[config.mk]
export PLATFORM = sky130hd
export DESIGN_NAME = signed_binary_to_decimal_128
export DESIGN_NICKNAME = d
export VERILOG_FILES = /design/src/rtl/sb2d_pkg.sv /design/src/rtl/sb2d_front.sv /design/src/rtl/sb2d_fifo.sv /design/src/rtl/sb2d_back.sv /design/src/rtl/signed_binary_to_decimal_128.sv
export SDC_FILE = /design/constraint.sdc
export NUM_CORES = 1
export LEC_CHECK = 0
export BUFFER_PORTS_ARGS = -buffer_cell sky130_fd_sc_hd__buf_2
export CORE_UTILIZATION = 56
export DETAILED_ROUTE_END_ITERATION = 7
export PLACE_DENSITY = 0.77
export SKIP_CTS_REPAIR_TIMING = 1
export SLEW_MARGIN = 25
export SYNTH_ARGS = -nofsm -noshare
export SYNTH_HDL_FRONTEND = slang
export SYNTH_SLANG_ARGS = --single-unit
[constraint.sdc]
create_clock -name i_clk -period 6.6 [get_ports i_clk]
set_input_delay 0 -clock i_clk [delete_from_list [all_inputs] [get_ports i_clk]]
set_output_delay 0 -clock i_clk [all_outputs]
set_load 0.02 [all_outputs]
[src/rtl/sb2d_pkg.sv]
package sb2d_pkg;

    // Conversion geometry
    localparam int VALUE_BITS  = 128;
    localparam int DIGIT_COUNT = 39;
    localparam int DIGIT_W     = 4;
    localparam int BCD_W       = DIGIT_COUNT * DIGIT_W;

    // Stream widths: two 64-bit halves in, one byte-padded digit out
    localparam int IN_W  = 128;
    localparam int OUT_W = 8;

    // Counter widths
    localparam int BIT_CW = (VALUE_BITS > 1) ? $clog2(VALUE_BITS) : 1;
    localparam int LEFT_W = $clog2(DIGIT_COUNT + 1);

    // Queue between the front and the back
    localparam int Q_DEPTH = 2;
    localparam int Q_AW    = (Q_DEPTH > 1) ? $clog2(Q_DEPTH) : 1;
    localparam int Q_CW    = $clog2(Q_DEPTH + 1);

    // Add-3 threshold and correction of double dabble
    localparam logic [DIGIT_W-1:0] ADD3_MIN = DIGIT_W'(5);
    localparam logic [DIGIT_W-1:0] ADD3_VAL = DIGIT_W'(3);

    // One classified value on its way to the converter
    typedef struct packed {
        logic                  neg;
        logic [VALUE_BITS-1:0] mag;
    } t_item;

    typedef enum logic [1:0] {
        BK_IDLE,
        BK_CONV,
        BK_SCAN,
        BK_EMIT
    } t_bk_state;

    // One double dabble step: adjust each digit, then shift the whole
    // BCD word left by one taking the next magnitude bit at the bottom
    function automatic logic [BCD_W-1:0] dabble_step(input logic [BCD_W-1:0] bcd,
                                                     input logic             bit_in);
        logic [BCD_W-1:0]   adj;
        logic [DIGIT_W-1:0] dig;
        adj = '0;
        for (int d = 0; d < DIGIT_COUNT; d++) begin
            dig = bcd[d*DIGIT_W +: DIGIT_W];
            if (dig >= ADD3_MIN) begin
                dig = dig + ADD3_VAL;
            end
            adj[d*DIGIT_W +: DIGIT_W] = dig;
        end
        return {adj[BCD_W-2:0], bit_in};
    endfunction

endpackage

[src/rtl/sb2d_front.sv]
module sb2d_front
    import sb2d_pkg::*;
(
    input  logic            i_clk,
    input  logic            i_rst_n,
    input  logic            i_cfg_valid,
    output logic            o_cfg_ready,
    input  logic            i_cfg_data,
    input  logic            i_s_axis_tvalid,
    output logic            o_s_axis_tready,
    input  logic [IN_W-1:0] i_s_axis_tdata,
    input  logic            i_full,
    output logic            o_push,
    output t_item           o_item
);

    logic                  r_signed_mode;
    logic [VALUE_BITS-1:0] s_value;
    logic                  s_neg;

    // Hold the mode register; writes are always taken
    always_ff @(posedge i_clk) begin
        if (!i_rst_n) begin
            r_signed_mode <= 1'b1;
        end else if (i_cfg_valid) begin
            r_signed_mode <= i_cfg_data;
        end
    end

    assign o_cfg_ready = 1'b1;

    // Classify the beat: drop bits above the value width, negate if signed and negative
    assign s_value = i_s_axis_tdata[VALUE_BITS-1:0];
    assign s_neg   = r_signed_mode & s_value[VALUE_BITS-1];

    always_comb begin
        o_item.neg = s_neg;
        o_item.mag = s_neg ? (~s_value + VALUE_BITS'(1)) : s_value;
    end

    assign o_s_axis_tready = !i_full;
    assign o_push          = i_s_axis_tvalid & !i_full;

endmodule

[src/rtl/sb2d_fifo.sv]
module sb2d_fifo
    import sb2d_pkg::*;
(
    input  logic  i_clk,
    input  logic  i_rst_n,
    input  logic  i_push,
    input  t_item i_item,
    output logic  o_full,
    input  logic  i_pop,
    output logic  o_empty,
    output t_item o_item
);

    t_item             r_mem [Q_DEPTH];
    logic [Q_AW-1:0]   r_wr;
    logic [Q_AW-1:0]   r_rd;
    logic [Q_CW-1:0]   r_cnt;
    logic [Q_AW-1:0]   n_wr;
    logic [Q_AW-1:0]   n_rd;

    // Advance pointers with wrap at the queue depth
    assign n_wr = (r_wr == Q_AW'(Q_DEPTH - 1)) ? '0 : r_wr + 1'b1;
    assign n_rd = (r_rd == Q_AW'(Q_DEPTH - 1)) ? '0 : r_rd + 1'b1;

    always_ff @(posedge i_clk) begin
        if (!i_rst_n) begin
            r_wr  <= '0;
            r_rd  <= '0;
            r_cnt <= '0;
        end else begin
            if (i_push) begin
                r_wr <= n_wr;
            end
            if (i_pop) begin
                r_rd <= n_rd;
            end
            if (i_push && !i_pop) begin
                r_cnt <= r_cnt + 1'b1;
            end else if (i_pop && !i_push) begin
                r_cnt <= r_cnt - 1'b1;
            end
        end
    end

    // Store entries
    always_ff @(posedge i_clk) begin
        if (i_push) begin
            r_mem[r_wr] <= i_item;
        end
    end

    assign o_item  = r_mem[r_rd];
    assign o_full  = (r_cnt == Q_CW'(Q_DEPTH));
    assign o_empty = (r_cnt == '0);

endmodule

[src/rtl/sb2d_back.sv]
module sb2d_back
    import sb2d_pkg::*;
(
    input  logic               i_clk,
    input  logic               i_rst_n,
    input  t_item              i_item,
    input  logic               i_empty,
    output logic               o_pop,
    output logic               o_valid,
    input  logic               i_ready,
    output logic [DIGIT_W-1:0] o_digit,
    output logic               o_neg,
    output logic               o_last
);

    t_bk_state             r_state;
    t_bk_state             n_state;
    logic [VALUE_BITS-1:0] r_mag;
    logic                  r_neg;
    logic [BCD_W-1:0]      r_bcd;
    logic [BIT_CW-1:0]     r_bit;
    logic [LEFT_W-1:0]     r_left;
    logic                  r_out_valid;
    logic [DIGIT_W-1:0]    r_out_digit;
    logic                  r_out_neg;
    logic                  r_out_last;

    logic [DIGIT_W-1:0]    s_top;
    logic                  s_top_skip;
    logic                  s_bit_done;
    logic                  s_one_left;
    logic                  s_load;
    logic                  s_conv;
    logic                  s_shift;
    logic                  s_emit;

    assign s_top      = r_bcd[BCD_W-1 -: DIGIT_W];
    assign s_one_left = (r_left == LEFT_W'(1));
    assign s_top_skip = (s_top == '0) && !s_one_left;
    assign s_bit_done = (r_bit == BIT_CW'(VALUE_BITS - 1));

    // Next state
    always_comb begin
        n_state = r_state;
        case (r_state)
            BK_IDLE: begin
                if (!i_empty) begin
                    n_state = BK_CONV;
                end
            end
            BK_CONV: begin
                if (s_bit_done) begin
                    n_state = BK_SCAN;
                end
            end
            BK_SCAN: begin
                if (!s_top_skip) begin
                    n_state = BK_EMIT;
                end
            end
            BK_EMIT: begin
                if ((!r_out_valid || i_ready) && s_one_left) begin
                    n_state = BK_IDLE;
                end
            end
            default: begin
                n_state = BK_IDLE;
            end
        endcase
    end

    // Control outputs per state
    always_comb begin
        s_load  = 1'b0;
        s_conv  = 1'b0;
        s_shift = 1'b0;
        s_emit  = 1'b0;
        case (r_state)
            BK_IDLE: begin
                s_load = !i_empty;
            end
            BK_CONV: begin
                s_conv = 1'b1;
            end
            BK_SCAN: begin
                s_shift = s_top_skip;
            end
            BK_EMIT: begin
                s_emit  = !r_out_valid || i_ready;
                s_shift = !r_out_valid || i_ready;
            end
            default: begin
                s_load = 1'b0;
            end
        endcase
    end

    assign o_pop = s_load;

    // Control registers
    always_ff @(posedge i_clk) begin
        if (!i_rst_n) begin
            r_state     <= BK_IDLE;
            r_left      <= '0;
            r_out_valid <= 1'b0;
        end else begin
            r_state <= n_state;
            if (s_conv && s_bit_done) begin
                r_left <= LEFT_W'(DIGIT_COUNT);
            end else if (s_shift) begin
                r_left <= r_left - 1'b1;
            end
            if (s_emit) begin
                r_out_valid <= 1'b1;
            end else if (i_ready) begin
                r_out_valid <= 1'b0;
            end
        end
    end

    // Magnitude shifter and BCD accumulator
    always_ff @(posedge i_clk) begin
        if (s_load) begin
            r_mag <= i_item.mag;
            r_neg <= i_item.neg;
            r_bcd <= '0;
            r_bit <= '0;
        end else if (s_conv) begin
            r_bcd <= dabble_step(r_bcd, r_mag[VALUE_BITS-1]);
            r_mag <= r_mag << 1;
            r_bit <= r_bit + 1'b1;
        end else if (s_shift) begin
            r_bcd <= r_bcd << DIGIT_W;
        end
    end

    // Output register: load the top digit when the slot is free
    always_ff @(posedge i_clk) begin
        if (s_emit) begin
            r_out_digit <= s_top;
            r_out_neg   <= r_neg;
            r_out_last  <= s_one_left;
        end
    end

    assign o_valid = r_out_valid;
    assign o_digit = r_out_digit;
    assign o_neg   = r_out_neg;
    assign o_last  = r_out_last;

endmodule

[src/rtl/signed_binary_to_decimal_128.sv]
// Signed 128-bit binary to decimal converter.
//
// Input stream: one beat carries one value, value_low in tdata[63:0] and
// value_high in tdata[127:64]. The front classifies the beat (sign, two's
// complement magnitude) and places it in a two-entry queue; tready is low
// only while that queue is full.
// Output stream: one beat per decimal digit, most significant first, with
// leading zeros dropped (zero gives a single 0). tuser is the negative flag,
// the same on every digit of a value; tlast marks the least significant digit.
// Configuration: i_cfg_data is signed_mode (1 = two's complement), taken on
// any cycle with i_cfg_valid; reset value 1. Change it only while idle.
// Timing: a value leaves the queue, passes through the bit-serial double
// dabble shifter, then the leading zero digits are skipped, the first
// digit is found and the digits are emitted one by one. The single shared
// shifter converts one value at a time and takes the next from the queue
// only after the last digit of the current value has been emitted.
// Reset (synchronous, active low) empties the queue and the output register.
// When the receiver stalls the current digit is held in the output register
// and the converter waits; the front keeps taking values until the queue fills.
module signed_binary_to_decimal_128
    import sb2d_pkg::*;
(
    input  logic             i_clk,
    input  logic             i_rst_n,
    input  logic             i_cfg_valid,
    output logic             o_cfg_ready,
    input  logic             i_cfg_data,
    input  logic             i_s_axis_tvalid,
    output logic             o_s_axis_tready,
    input  logic [IN_W-1:0]  i_s_axis_tdata,   // value_low[63:0], value_high[127:64]
    output logic             o_m_axis_tvalid,
    input  logic             i_m_axis_tready,
    output logic [OUT_W-1:0] o_m_axis_tdata,   // digit[3:0], zero padding [7:4]
    output logic             o_m_axis_tuser,   // negative
    output logic             o_m_axis_tlast    // last_digit
);

    logic               s_push;
    logic               s_pop;
    logic               s_full;
    logic               s_empty;
    t_item              s_in_item;
    t_item              s_q_item;
    logic [DIGIT_W-1:0] s_digit;

    sb2d_front u_front (
        .i_clk           (i_clk),
        .i_rst_n         (i_rst_n),
        .i_cfg_valid     (i_cfg_valid),
        .o_cfg_ready     (o_cfg_ready),
        .i_cfg_data      (i_cfg_data),
        .i_s_axis_tvalid (i_s_axis_tvalid),
        .o_s_axis_tready (o_s_axis_tready),
        .i_s_axis_tdata  (i_s_axis_tdata),
        .i_full          (s_full),
        .o_push          (s_push),
        .o_item          (s_in_item)
    );

    sb2d_fifo u_fifo (
        .i_clk   (i_clk),
        .i_rst_n (i_rst_n),
        .i_push  (s_push),
        .i_item  (s_in_item),
        .o_full  (s_full),
        .i_pop   (s_pop),
        .o_empty (s_empty),
        .o_item  (s_q_item)
    );

    sb2d_back u_back (
        .i_clk   (i_clk),
        .i_rst_n (i_rst_n),
        .i_item  (s_q_item),
        .i_empty (s_empty),
        .o_pop   (s_pop),
        .o_valid (o_m_axis_tvalid),
        .i_ready (i_m_axis_tready),
        .o_digit (s_digit),
        .o_neg   (o_m_axis_tuser),
        .o_last  (o_m_axis_tlast)
    );

    assign o_m_axis_tdata = {(OUT_W - DIGIT_W)'(0), s_digit};

endmodule

* Word level (Yosys, flattened, before mapping)
Memory sizes are Yosys's and may differ from the RTL's. A register that Yosys moved wholly into a read port is not among the register bits.
Cells that the tools add are included.
** Storage, ports and cells
- Latch bits :: 0
- Bits in writable memories :: 258
- Input bits :: 134
- Flip-flop bits (word level) :: 312
- ROM bits :: 0
- Output and inout bits :: 13
- Memories kept :: 1
** Operators by class
- Bitwise gates (word level) :: 4
- Reduce and logical (&&, ||, !) cells :: 22
- Equal/unequal tests :: 10
- Shifts and indexed selects :: 0
- Divide/modulo/power cells :: 0
- $add $sub $neg :: 46
- $lt $le $gt $ge :: 39
- Multiplexer cells :: 65
- Multipliers :: 0
** Memories
- u_fifo.r_mem :: depth 2, bits a word 129, rd ports 1, clocked after Yosys merged registers in 1, write ports 1, line sb2d_fifo.sv:14 : t_item r_mem [Q_DEPTH];
** Operator list (count)
- $mux W128 :: 3
- $mux W156 :: 2
- $ge A4 B3 Y1 const B :: 39
- $add A4 B2 Y4 const B :: 38
- $mux W4 :: 38
- $add A128 B1 Y128 const B :: 1
- $not A128 Y128 :: 1
- $mux W2 :: 6
- $mux W6 :: 2
- $mux W1 :: 11
- $reduce_bool A2 Y1 :: 5
- $pmux W2 S4 :: 1
- $add A7 B1 Y7 const B :: 1
- $eq A7 B7 Y1 const B :: 1
- $eq A2 B2 Y1 const B :: 3
- $eq A6 B1 Y1 const B :: 1
- $logic_not A1 Y1 :: 6
- $sub A6 B1 Y6 const B :: 1
- $logic_and A1 B1 Y1 :: 5
- $logic_not A2 Y1 :: 2
- $logic_not A4 Y1 :: 1
- $ne A2 B1 Y1 const B :: 2
- $ne A2 B2 Y1 const B :: 2
- $reduce_and A4 Y1 :: 1
- other kinds (11) :: 13

* Logic depth before layout (Yosys ltp)
- Depth in word-level cells :: 7
- Depth in mapped cells :: 10
- Gate-level depth less buffers :: 8

* Hierarchy
From an unflattened synthesis, not the netlist that was laid out.
** Second synthesis, totals
- Cells, all modules :: 2768
- Area, all modules :: 30869.6 µm²
** Modules (own cells, without submodules)
- sb2d_back :: cells an instance 1749, instances 1, sequential area each 7497.2 µm², area an instance 17450.5 µm²
- sb2d_fifo :: cells an instance 423, instances 1, sequential area each 7847.5 µm², area an instance 9570.4 µm²
- sb2d_front :: cells an instance 591, instances 1, sequential area each 20.0 µm², area an instance 3814.9 µm²
- signed_binary_to_decimal_128 :: cells an instance 5, instances 1, sequential area each 0.0 µm², area an instance 33.8 µm²

* Least setup slack after synthesis
No wires, ideal clock.
- Kind :: register to register
- From :: register u_fifo.r_cnt[0]
- To :: memory u_fifo.r_mem[0][0] (netlist name) (enable)
- Library setup time :: 620 ps
- Stages on the path, launching flop included :: 4
- Period minus slack after synthesis :: 6793 ps
- Data required time :: 5980 ps
- Data arrival time :: 6173 ps
- Buffers on the path :: 0
- Setup slack :: -193 ps
- Path through :: dfxtp_1 > nand2b_1 > nand2_1 > nor2_1
** Between the ends
- Longest elaborated chain between the ends :: 5
** RTL lines
- from (decl) :: line sb2d_fifo.sv:17 : logic [Q_CW-1:0] r_cnt;
- from (signal assigned) :: line sb2d_fifo.sv:38 : r_cnt <= r_cnt + 1'b1;
- from (signal assigned) :: line sb2d_fifo.sv:40 : r_cnt <= r_cnt - 1'b1;
- $eq A2 B2 Y1 :: line sb2d_fifo.sv:53 : assign o_full = (r_cnt == Q_CW'(Q_DEPTH));
- $logic_not A1 Y1
- via o_s_axis_tready :: line signed_binary_to_decimal_128.sv:29 : output logic o_s_axis_tready,
- $and A1 B1 Y1 :: line sb2d_front.sv:42 : assign o_push = i_s_axis_tvalid & !i_full;
- $mux W1 :: line sb2d_fifo.sv:47 : if (i_push) begin
- $mux W1 (implied by the code) :: line sb2d_fifo.sv:48 : r_mem[r_wr] <= i_item;
- to (decl) :: line sb2d_fifo.sv:14
The timed path passes the listed nets, and every way through them passes these cells.

==> impl_metrics.ini <==
[sta]
tightest_slew_ns = 1.03
slew_violations = 0
fin_crit_sh_pct = 66.5
final.setup.tns_ns = 0
max_freq_mhz = 228
final_hold_viol_count = 0
slew_headroom_pct = 30.9
setup_viol = 0
skew_ns = 0.0557
layout_min_cycle_time_ns = 4.39
rsz0062_at_grt = no
setup_slack_ns = 2.21

[synth]
yosysMostFrequentCell = edfxtp_1
syn_area_mm2 = 0.0293
yosysWarnings = 0
yosys_register_bits = 571
ys.flop_type = edfxtp_1
yosysTopAreaCell = edfxtp_1
yosysSeqAreaShare_pct = 52.4
ys_top_cells_by_count = 393 x edfxtp_1, 311 x nor2_1, 218 x nand2_1
synth_top_cell_area_share_pct = 40.3
yosys-top-cells-area = edfxtp_1 40%, dfxtp_1 12%, a211oi_1 4.8%, mux2i_1 4.5%, nor2_1 4.0%
syn_inst = 2805
avgSynthCellArea_um2 = 10.5
synth_edf_count = 393
synthArstFlopShare_pct = 0
synth.distinct_cells = 60

[power_and_ir_drop]
switchingPower_uw = 5980
internal_power_uw = 9710
sw_frac_of_total_pct = 38.1
combPwrFrac_pct = 38.7
p_clk_share_pct = 21.6
total_power_uw = 15700
powerDensity_mw_per_mm2 = 462
vdd_ir_drop_max_mv = 0.433
leakage_uw = 0.0120
pwr-share-seq_pct = 39.7

[routing]
firstDrtPassIters = 6
drtIter0Drc = 2367
via_per_inst = 6.19
ant_nets = 0
post-route-drc-count = 0
vias = 23200
routed_wl_um = 74400
routedWlPerCell_um = 19.8

[cts]
cts_max_level = 2
numCtsBuffers = 60
cts_sinks = 571
worstSkewPairLatency_ns = 0.66
cts_tree = yes
cts-root-buf = clkbuf_16
cts_buffer_depth = 3
clk_pin_slew_ns = 0.06

[setup_path]
end_kind = flip-flop
critPathLaunchType = primary input
crit_type = in2reg
cp_max_fo = 10
worstPathArrival_ns = 4.78
cp.required_ns = 6.99
cp_top_family = simple AND/OR/NAND/NOR gates
cpMaxStageDelayCell = nor3_1
worst-path-buf-inv = 4
slowest_delay_ns = 0.92
path_cells = dlygate4sd3_1 -> buf_2 -> inv_1 -> ha_1 -> nor3b_1 -> nand4_1 -> nor3_1 -> nand4b_1 -> o31ai_1 -> xnor2_1 -> dlygate4sd3_1
worst_path_most_repeated_cell = dlygate4sd3_1

[cells_and_area]
multi_input_area_mm2 = 0.0129
stdcell_count = 3753
seq_area_mm2 = 0.0154
fillCellCount = 3799
area_growth_pct = 15.9
num-nets-final = 3246
final_layout_size_suffix_gt1_share_pct = 10.3
postLayoutCoreUtil_pct = 66.0

[place]
place_inst = 3497
dp_slack_ns = 2.86
place_congestion = 0.933
dp_hpwl_um = 44100
io_buffers = 141

[floorplanning]
ios = 147
fp.dieW_um = 231
core_area_mm2 = 0.0515
rows = 83
die-height_um = 231
dieArea_mm2 = 0.0533
initial_core_util_pct = 56.9

[global_route]
grt_usage_pct = 25.5
grt_pass1_vias = 21300
grt_pass1_wl_um = 111000
antenna_found_initial = 1
grt_max_degree = 172
grt_overflow = 0

[run_status]
status = finished, final reports clean

[hold_path]
hold_class = in2reg

[flow_run]
maxCapViolCount = 0
through the flow:
| stage | cell area [µm²] | hold WS, ns |
|---|---|---|
| CTS | 32500 | -0.440 |
| finish | 34000 | 0.0234 |
| global route | 34000 | 0.0379 |
| floorplan | 29300 | 0.0989 |
| detailed placement | 30500 | 0.247 |
| global placement | 30500 | 0.218 |
sequential cells by signal, summed over array words and instances, names as in the netlist, 2 cells and up, named ones only:
name	count
u_back.r_bit	7
u_back.r_left	6
u_fifo.r_cnt	2
u_back.o_digit	4
u_back.r_state	2
u_fifo.r_mem	258
u_back.r_bcd	156
u_back.r_mag	128
path summary, 6_finish.rpt:
check	start	to	slack, ns	depth (start not counted)
worst max-delay path	i_s_axis_tdata[0]	u_fifo.r_mem[1][122]	2.21	11
worst min-delay path	i_s_axis_tvalid	u_fifo.r_mem[1][23]	0.02	2
worst max register to register	u_back.r_state[0]	u_back.r_bcd[54]	3.56	8
worst min register to register	u_back.r_bcd[153]	u_back.o_digit[1]	0.48	0
worst reg2reg max path: stages (launching register included):
cell	delay (ns)
dfxtp_1	0.36
inv_1	0.13
ha_1	0.23
nand3_1	0.20
o21bai_4	0.64
buf_12	0.60
mux2_2	0.55
nor2_1	0.11
a211oi_1	0.07
final cells by class:
| class | instances | share of cell area (%) |
|---|---|---|
| Multi-Input combinational cell | 1954 | 38.1 |
| Clock buffer | 76 | 4.71 |
| Antenna cell | 1 | 0.00736 |
| Timing Repair Buffer | 305 | 6.91 |
| Tap cell | 680 | 2.50 |
| Sequential cell | 571 | 45.2 |
| Inverter | 131 | 1.46 |
| Clock inverter | 35 | 1.11 |
layer usage:
| metal | GRT usage, % | share of wire (%) |
|---|---|---|
| met5 | 0 | 0 |
| met3 | 4.34 | 8.0 |
| met1 | 33.7 | 40 |
| met4 | 10.2 | 4.3 |
| met2 | 41.8 | 48 |
cells in the final DEF, fill, tap and decap left out, drive strengths merged, types with 105 or more instances in the layout:
| cell | netlist | final |
|---|---|---|
| edfxtp | 393 | 393 |
| nor2 | 311 | 311 |
| nand2 | 218 | 218 |
| a211oi | 187 | 187 |
| dfxtp | 178 | 178 |
| buf | 18 | 161 |
| o21ai | 160 | 160 |
| dlygate4sd3 | 0 | 144 |
| inv | 130 | 132 |
| mux2i | 131 | 131 |
| a21oi | 113 | 113 |
| xnor2 | 105 | 105 |
cell families (layout without fill, tap and decap cells):
family / count (synthesis) / in the layout / share of synthesized area [%]
flip-flops: 571 / 571 / 52.4
AO/OA/AOI/OAI: 711 / 711 / 16.1
XOR/XNOR: 176 / 176 / 5.26
buffers and inverters: 283 / 547 / 3.74
AND/OR/NAND/NOR: 802 / 802 / 12.6
other: 2 / 6 / 0.0256
adder cells (fa/ha/maj): 89 / 89 / 3.80
multiplexers: 171 / 171 / 6.01
power by group through the flow:
stage          Clock [µW]  Sequential (µW)  Combinational [µW]
2_1_floorplan           0             6110                4660
3_3_place_gp            0             6190                5610
3_5_place_dp            0             6250                5910
4_1_cts              3430             6200                5960
5_1_grt              3560             6360                6830
6_report             3400             6230                6070
(Power assumes the default switching activity.)
